<file path="src/sv/int_to_decimal_ascii_defines.svh">
// ----------------------------------------------------------------------------
// int_to_decimal_ascii_defines
// Assertion macros shared by the integer-to-decimal text block.
// ----------------------------------------------------------------------------
`ifndef INT_TO_DECIMAL_ASCII_DEFINES_SVH
`define INT_TO_DECIMAL_ASCII_DEFINES_SVH

// Same-cycle implication, disabled during reset
`define ITDA_ASSERT_SAME(lbl, ante, cons, msg) \
  lbl: assert property (@(posedge clk) disable iff (rst) (ante) |-> (cons)) else $error(msg);

// Next-cycle implication, disabled during reset
`define ITDA_ASSERT_NEXT(lbl, ante, cons, msg) \
  lbl: assert property (@(posedge clk) disable iff (rst) (ante) |=> (cons)) else $error(msg);

`endif

</file>
<file path="src/sv/itda_pkg.sv">
// ----------------------------------------------------------------------------
// itda_pkg
// Widths and character codes for the integer-to-decimal text block.
// ----------------------------------------------------------------------------
package itda_pkg;

  // Width of the signed input integer
  localparam int INT_BITS  = 32;
  // Decimal digits needed for the largest magnitude, 2**(INT_BITS-1)
  localparam int DIGITS    = (INT_BITS * 30103) / 100000 + 1;
  localparam int BCD_W     = DIGITS * 4;
  localparam int CNT_W     = $clog2(DIGITS + 1);
  localparam int BIT_CNT_W = $clog2(INT_BITS + 1);

  // ASCII codes
  localparam logic [6:0] CHAR_ZERO  = 7'd48;
  localparam logic [6:0] CHAR_NINE  = 7'd57;
  localparam logic [6:0] CHAR_MINUS = 7'd45;

endpackage

</file>
<file path="src/sv/itda_dabble_step.sv">
// ----------------------------------------------------------------------------
// itda_dabble_step
// One shift-and-add-3 step of binary-to-BCD conversion.
// ----------------------------------------------------------------------------
module itda_dabble_step import itda_pkg::*; (
  input  logic [BCD_W-1:0] bcd_in,
  input  logic             bit_in,
  output logic [BCD_W-1:0] bcd_out
);

  logic [BCD_W-1:0] adj;

  // Correct every digit of five or more, then shift the next bit in
  always_comb begin
    for (int i = 0; i < DIGITS; i++) begin
      if (bcd_in[i*4 +: 4] >= 4'd5) begin
        adj[i*4 +: 4] = bcd_in[i*4 +: 4] + 4'd3;
      end else begin
        adj[i*4 +: 4] = bcd_in[i*4 +: 4];
      end
    end
    bcd_out = {adj[BCD_W-2:0], bit_in};
  end

endmodule

</file>
<file path="src/sv/int_to_decimal_ascii.sv">
// After acceptance the block runs INT_BITS (32) serial double-dabble steps,
// drops leading zeros one digit per cycle in the skip state, then leaves the
// skip and registers the first character, a minus sign when negative. Digits
// follow one per cycle while the output is not stalled. A new number is taken
// only in idle, after the last digit has entered the output register.
// Reset: synchronous, returns to idle and drops any pending character.
// ----------------------------------------------------------------------------
// int_to_decimal_ascii
// Converts a signed integer into its decimal ASCII text, one character per
// output transaction, most significant first, with last on the final digit.
// ----------------------------------------------------------------------------
`include "int_to_decimal_ascii_defines.svh"

module int_to_decimal_ascii import itda_pkg::*; (
  input  logic                       clk,
  input  logic                       rst,
  input  logic                       in_valid,
  output logic                       in_ready,
  input  logic signed [INT_BITS-1:0] value,
  output logic                       out_valid,
  input  logic                       out_ready,
  output logic [6:0]                 char_code,
  output logic                       last
);

  localparam logic [2:0] S_IDLE = 3'd0;
  localparam logic [2:0] S_CONV = 3'd1;
  localparam logic [2:0] S_SKIP = 3'd2;
  localparam logic [2:0] S_SIGN = 3'd3;
  localparam logic [2:0] S_EMIT = 3'd4;

  logic [2:0]           state;
  logic                 neg;
  logic [INT_BITS-1:0]  mag;
  logic [INT_BITS-1:0]  value_u;
  logic [BCD_W-1:0]     bcd;
  logic [BCD_W-1:0]     bcd_next;
  logic [BIT_CNT_W-1:0] bit_cnt;
  logic [CNT_W-1:0]     dig_cnt;
  logic [3:0]           top_digit;
  logic                 out_free;
  logic                 char_ok;
  logic                 conv_start;

  assign value_u   = value;
  assign top_digit = bcd[BCD_W-1 -: 4];
  assign out_free  = !out_valid || out_ready;
  assign in_ready  = (state == S_IDLE);

  // Single conversion step, reused for every input bit
  itda_dabble_step u_step (
    .bcd_in  (bcd),
    .bit_in  (mag[INT_BITS-1]),
    .bcd_out (bcd_next)
  );

  // Sequencer and output register
  always_ff @(posedge clk) begin
    if (rst) begin
      state     <= S_IDLE;
      out_valid <= 1'b0;
    end else begin
      // the emit states load the output register themselves
      if (out_valid && out_ready && !(state inside {S_SIGN, S_EMIT})) begin
        out_valid <= 1'b0;
      end
      case (state)
        S_IDLE: begin
          if (in_valid) begin
            neg     <= value[INT_BITS-1];
            mag     <= value[INT_BITS-1] ? (~value_u + INT_BITS'(1)) : value_u;
            bcd     <= '0;
            bit_cnt <= BIT_CNT_W'(INT_BITS);
            dig_cnt <= CNT_W'(DIGITS);
            state   <= S_CONV;
          end
        end
        S_CONV: begin
          bcd     <= bcd_next;
          mag     <= {mag[INT_BITS-2:0], 1'b0};
          bit_cnt <= bit_cnt - BIT_CNT_W'(1);
          if (bit_cnt == BIT_CNT_W'(1)) begin
            state <= S_SKIP;
          end
        end
        // drop leading zeros, keeping at least one digit
        S_SKIP: begin
          if (top_digit == 4'd0 && dig_cnt > CNT_W'(1)) begin
            bcd     <= {bcd[BCD_W-5:0], 4'd0};
            dig_cnt <= dig_cnt - CNT_W'(1);
          end else begin
            state <= neg ? S_SIGN : S_EMIT;
          end
        end
        S_SIGN: begin
          if (out_free) begin
            out_valid <= 1'b1;
            char_code <= CHAR_MINUS;
            last      <= 1'b0;
            state     <= S_EMIT;
          end
        end
        S_EMIT: begin
          if (out_free) begin
            out_valid <= 1'b1;
            char_code <= CHAR_ZERO + {3'd0, top_digit};
            last      <= (dig_cnt == CNT_W'(1));
            bcd       <= {bcd[BCD_W-5:0], 4'd0};
            dig_cnt   <= dig_cnt - CNT_W'(1);
            if (dig_cnt == CNT_W'(1)) begin
              state <= S_IDLE;
            end
          end
        end
        default: begin
          state <= S_IDLE;
        end
      endcase
    end
  end

  // Checks
  assign char_ok    = (char_code == CHAR_MINUS) ||
                      ((char_code >= CHAR_ZERO) && (char_code <= CHAR_NINE));
  assign conv_start = (state == S_CONV) && (bit_cnt == BIT_CNT_W'(INT_BITS));

  `ITDA_ASSERT_SAME(a_char_range, out_valid, char_ok, "character outside minus and digits")
  `ITDA_ASSERT_NEXT(a_accept_conv, in_valid && in_ready, conv_start, "number did not start")
  `ITDA_ASSERT_SAME(a_emit_count, state == S_EMIT || state == S_SIGN, dig_cnt != '0, "no digits")

endmodule
</file>
<file path="config.mk">
export PLATFORM = sky130hd
export DESIGN_NAME = int_to_decimal_ascii
export DESIGN_NICKNAME = d
export VERILOG_FILES = /design/src/sv/itda_pkg.sv /design/src/sv/itda_dabble_step.sv /design/src/sv/int_to_decimal_ascii.sv
export VERILOG_INCLUDE_DIRS = /design/src /design/src/sv
export SDC_FILE = /design/constraint.sdc
export NUM_CORES = 1
export LEC_CHECK = 0
export ABC_AREA = 1
export ABC_CLOCK_PERIOD_IN_PS = 7650
export BUFFER_PORTS_ARGS = -buffer_cell sky130_fd_sc_hd__buf_2
export CAP_MARGIN = 20
export CORE_MARGIN = 2
export CORE_UTILIZATION = 35
export CTS_CLUSTER_DIAMETER = 200
export DETAILED_ROUTE_END_ITERATION = 12
export REMOVE_ABC_BUFFERS = 1
export SYNTH_ARGS = -nofsm -noshare
export SYNTH_HDL_FRONTEND = slang
export SYNTH_SLANG_ARGS = --single-unit
</file>
<file path="constraint.sdc">
create_clock -name clk -period 7.65 [get_ports clk]
set_input_delay 1.53 -clock clk [delete_from_list [all_inputs] [get_ports clk]]
set_output_delay 1.53 -clock clk [all_outputs]
set_load 0.005 [all_outputs]
</file>
=== Yosys cells after proc, flatten, opt, wreduce, memory -nomap -nowiden ===
Index checks and enable logic that the tools add are counted.

* Register bits: 95
* Input port bits: 36
* Output and inout port bits: 10
* Logic and storage cells: 108

* Mux-type cells: 40
* Bitwise operators: 2
* Reduce and logical (&&, ||, !) cells: 19
* $add $sub $neg: 14
* Order comparisons: 11
* Equal/unequal tests: 13

{| class="wikitable"
|+ Operators by type and width
! operator !! number
|-
| $pmux 40 s4 || 1
|-
| $mux 40 || 3
|-
| $mux 32 || 2
|-
| $pmux 32 s2 || 1
|-
| $mux 4 || 12
|-
| $ge 4x3->1 const B || 10
|-
| $add 4x2->4 const B || 9
|-
| $add 32x1->32 const B || 1
|-
| $not 32->32 || 1
|-
| $mux 3 || 8
|-
| $pmux 3 s5 || 1
|-
| $mux 7 || 2
|-
| $pmux 7 s2 || 1
|-
| $ne 2x2->1 const B || 6
|-
| $pmux 4 s3 || 1
|-
| $pmux 6 s2 || 1
|-
| $reduce_and 5->1 || 2
|-
| $add 6x4->7 const A || 1
|-
| $eq 3x2->1 const B || 2
|-
| $eq 6x1->1 const B || 1
|-
| $mux 6 || 1
|-
| $reduce_and 3->1 || 2
|-
| $reduce_and 6->1 || 1
|-
| $sub 6x1->6 const B || 1
|-
| 20 further kinds || 28
|}

=== Logic depth before layout (Yosys ltp) ===
* Word-level depth: 7
* Mapped depth: 11
* Gate-level depth less buffers: 11

=== Cells and area by module ===
Synthesis repeated with hierarchy kept, for this count alone.

* Cell total of the unflattened synthesis: 736
* Area, all modules: 6,050.8 um2

{| class="wikitable"
|+ Modules (own cells, without submodules)
! module !! seq. area each (um2) !! area each (um2) !! cells each !! instances
|-
| int_to_decimal_ascii || 2,752.6 || 4,934.7 || 526 || 1
|-
| itda_dabble_step || 0.0 || 1,116.1 || 210 || 1
|}

=== Worst setup path before layout ===
OpenSTA, ideal clock, no wires.

* Kind: input-to-reg
* Start: input out_ready
* End: register bcd[0], enable pin
* Buffers on the path: 0
* Data required time: 7.152 ns
* Slack: 2.393 ns
* Cell stages on the path: 4
* Setup time: 0.498 ns
* Data arrival time: 4.759 ns
* Path through: nor2_1 nand2_1 nand3_1 a211oi_1

* Word-level cells in the longest chain between the ends: 3

{| class="wikitable"
|+ Ends and longest elaborated chain
! element !! line !! RTL
|-
| from (decl) || int_to_decimal_ascii.sv:21 || <nowiki>input logic out_ready,</nowiki>
|-
| $logic_or 1x1->1 || int_to_decimal_ascii.sv:47 || <nowiki>assign out_free = !out_valid || out_ready;</nowiki>
|-
| $ne 2x2->1 (no line) || - ||
|-
| $reduce_and 5->1 (no line) || - ||
|-
| to (signal assigned) || int_to_decimal_ascii.sv:79 || <nowiki>bcd <= bcd_next;</nowiki>
|-
| to (signal assigned) || int_to_decimal_ascii.sv:89 || <nowiki>bcd <= {bcd[BCD_W-5:0], 4'd0};</nowiki>
|-
| to (signal assigned) || int_to_decimal_ascii.sv:108 || <nowiki>bcd <= {bcd[BCD_W-5:0], 4'd0};</nowiki>
|-
| to (decl) || int_to_decimal_ascii.sv:36 || <nowiki>logic [BCD_W-1:0] bcd;</nowiki>
|}

No other way between the ends.
A chain may end at the register's enable or synchronous reset.

=== Worst setup path in the final report ===
* Start: register state[0]
* End: output in_ready

* Word-level cells in the longest chain between the ends: 1

{| class="wikitable"
|+ Ends and longest elaborated chain
! element !! line !! RTL
|-
| from (decl) || int_to_decimal_ascii.sv:32 || <nowiki>logic [2:0] state;</nowiki>
|-
| from (signal assigned) || int_to_decimal_ascii.sv:92 || <nowiki>state <= neg ? S_SIGN : S_EMIT;</nowiki>
|-
| $logic_not 3->1 || int_to_decimal_ascii.sv:48 || <nowiki>assign in_ready = (state == S_IDLE);</nowiki>
|-
| to (decl) || int_to_decimal_ascii.sv:18 || <nowiki>output logic in_ready,</nowiki>
|}

No other way between the ends.

==> results.md <==
* Crit path largest cell delay at roughly 360 ps
* Post-route cell area at around 0.0065 mm2
* Final ANT Viol Nets at 0
* Initial Utilization at 0.355
* Cts hold-fix bufs at 0
* DRT Wirelength at between 10 and 15 mm
* Yosys warns at 0
* Share of the synthesized area in the top cell type at 0.457
* CP required at around 6000 ps
* RD Place Congestion at 0.818
* Max Freq at between 300 and 400 MHz
* Slowest cell on the critical path: dfxtp_1
* Worst Hold Class: reg -> reg
* Total number of vias at around 4600
* Slew margin rel. at 0.381
* Global-route wire length before repair at roughly 21 mm
* Setup TNS at 0 ps
* Critical path capture point type: primary output
* CTS clk-pin slew, worst paths at roughly 60 ps
* Count leader, synth: nand2_1
* EDFF count, synth at 89
* Max-capacitance violation count at 0
* Area after DPL at 0.00624 mm2
* Synth Instances at 700
* Worst-path cell chain: nor2_2 -> inv_1 -> nor2_1 -> buf_2
* Initial antenna violation count at 0
* WL per Instance at 12.7 um
* Post-synth top cells: 151 x nand2_1, 92 x inv_1, 89 x edfxtp_1, 76 x nor2_1, 73 x o21ai_0
* Post-synth ARST share at 0
* Clock root buffer: clkbuf_16
* Die Y-Extent at between 100 and 150 um
* Antenna cells at 0
* Endpoints failing setup at 0
* Layout cells sized above 1 at 0.106
* Post-CTS Setup Repair Bufs at 0
* RSZ-0062 raised after global routing: false
* Crit path max fanout at 5
* Min Clock Period, post-route at between 2000 and 3000 ps
* Crit path kind: reg -> out
* Global route overflow at 0
* Fillers at 1708
* Final Max Slew Viols at 0
* Place WS at about 4600 ps
* Reg2reg start: state[2]
* Worst hold slack at slightly above 500 ps
* Worst-Margin Slew at between 900 and 1000 ps
* Yosys cell types at 38
* Post_cts resized at 0
* Outcome: finished, final reports clean
* Top-Level Pins at 46
* Via density per instance at about 4.8
* Largest net degree at the start of global routing at between 40 and 50
* Cts bufs inserted at 9
* Top_reg_cell synth: edfxtp_1
* Worst skew pair latency at between 300 and 400 ps
* Fin worst setup slack at between 4000 and 5000 ps
* Port bufs at 43
* Vias in the first global route at about 4400
* Area growth syn-to-layout at 11.9%
* Register area share after synthesis at 0.471
* PwrDens at between 300 and 400 mW/mm2
* Final core occ at 0.397
* GRT Total Usage at 0.145
* Fin nets at 800
* CP delay by family, top: flip-flops
* Crit path DAT at about 1200 ps
* # DRC at 0
* Initial drt markers at 310
* TritonCTS sink count at 93
* Area contributors post-synth: edfxtp_1 46%, nand2_1 9.7%, o21ai_0 6.3%
* Die area at 0.0177 mm2
* Mean post-synth cell area at around 8.3 um2
* Synth Cell Area at roughly 0.0058 mm2
* Worst setup path startpoint: state[0]
* Buf/Inv on CP at 2
* Clk buf depth at 2
* VDD IR max at between 0.00015 and 0.0002 V
* Fin crit share at 0.361
* Num rows at 47
* DRT Pass-1 Iters at 5
* DP Wirelength at roughly 8.7 mm
* HP Start: mag[13]
* Largest area contributor in the netlist: edfxtp_1
* Max H-tree Level at 3
* Die Span X at around 130 um
* Clock skew at a little under 7 ps
* Core area at between 0.015 and 0.02 mm2
* Leak at 2.74 nW
* Endpoints failing hold at 0
* Register bit total from synthesis at 93
* CTS tree: yes
* Startpoint types: register
[final cells by class]
cell class	count	area, um2	share of cell area
inverter	97	364	0.0557
timing repair buffer	47	245	0.0375
sequential	93	2750	0.421
clock inverter	2	60.1	0.00918
clock buffer	14	244	0.0373
tap	220	275	0.0421
multi-input combinational	490	2600	0.397
[metrics by stage]
stage               cells  total power, mW
floorplan             680             1.60
global placement      947             1.85
detailed placement    947             1.86
CTS                   963             2.34
global route          963             2.52
finish                963             2.32
[sequential cells by signal (all words and copies together), names as in the netlist]
signal,cells
state,3
char_code,5
bit_cnt,6
neg,1
dig_cnt,4
last,1
out_valid,1
bcd,40
mag,32
[final timing paths]
kind	end	slack (ps)	cells past startpoint
hold reg to reg	mag[14]	520	2
hold / removal	mag[14]	520	2
setup reg to reg	bcd[27]	5060	8
setup / recovery	in_ready	4890	4
[kinds of logic (layout without fill, tap and decap cells)]
family          after synthesis  count (layout)  share of synthesized area
simple gates                307             307                      0.222
compound gates              134             134                      0.131
buf+inv                     117             160                     0.0880
flops                        93              93                      0.471
fa+ha+maj                    26              26                     0.0557
xor+xnor                     21              21                     0.0315
other cells                   2               2                    0.00129
[worst min-delay path, cell delays in order, from the launching register on]
cell and delay [ps]:
edfxtp_1 320, nand2_1 50, nand2_1 50
[cells in the final DEF, fill, tap and decap left out, types with 3 or more instances in the layout]
cell / count
a21oi_1: 20
a32o_1: 5
and2_1: 3
buf_2: 43
buf_4: 4
clkbuf_1: 5
clkbuf_16: 9
dfxtp_1: 4
edfxtp_1: 89
ha_1: 26
inv_1: 92
inv_2: 5
nand2_1: 151
nand2_2: 4
nand3_1: 53
nand4_1: 9
nor2_1: 76
nor2_2: 3
o21ai_0: 73
o21ai_1: 5
o22ai_1: 15
o32ai_1: 7
xnor2_1: 7
xor2_1: 14
[power breakdown]
| group | total (mW) | switching [mW] | internal, mW | leakage (nW) |
|---|---|---|---|---|
| sequential | 0.963 | 0.120 | 0.843 | 0.868 |
| combinational | 0.882 | 0.590 | 0.291 | 1.72 |
| clock | 0.470 | 0.183 | 0.287 | 0.145 |
[routing by layer]
metal	GRT usage	vias up	part of all wire	wire [um]
met3	0.0278	15	0.041	505
met2	0.234	88	0.45	5450
met1	0.197	2111	0.50	6070
li1	-	2434	-	-
met5	0	-	0	0
met4	0.0479	0	0.018	217
Note: power is estimated with default switching activity, not from simulation.
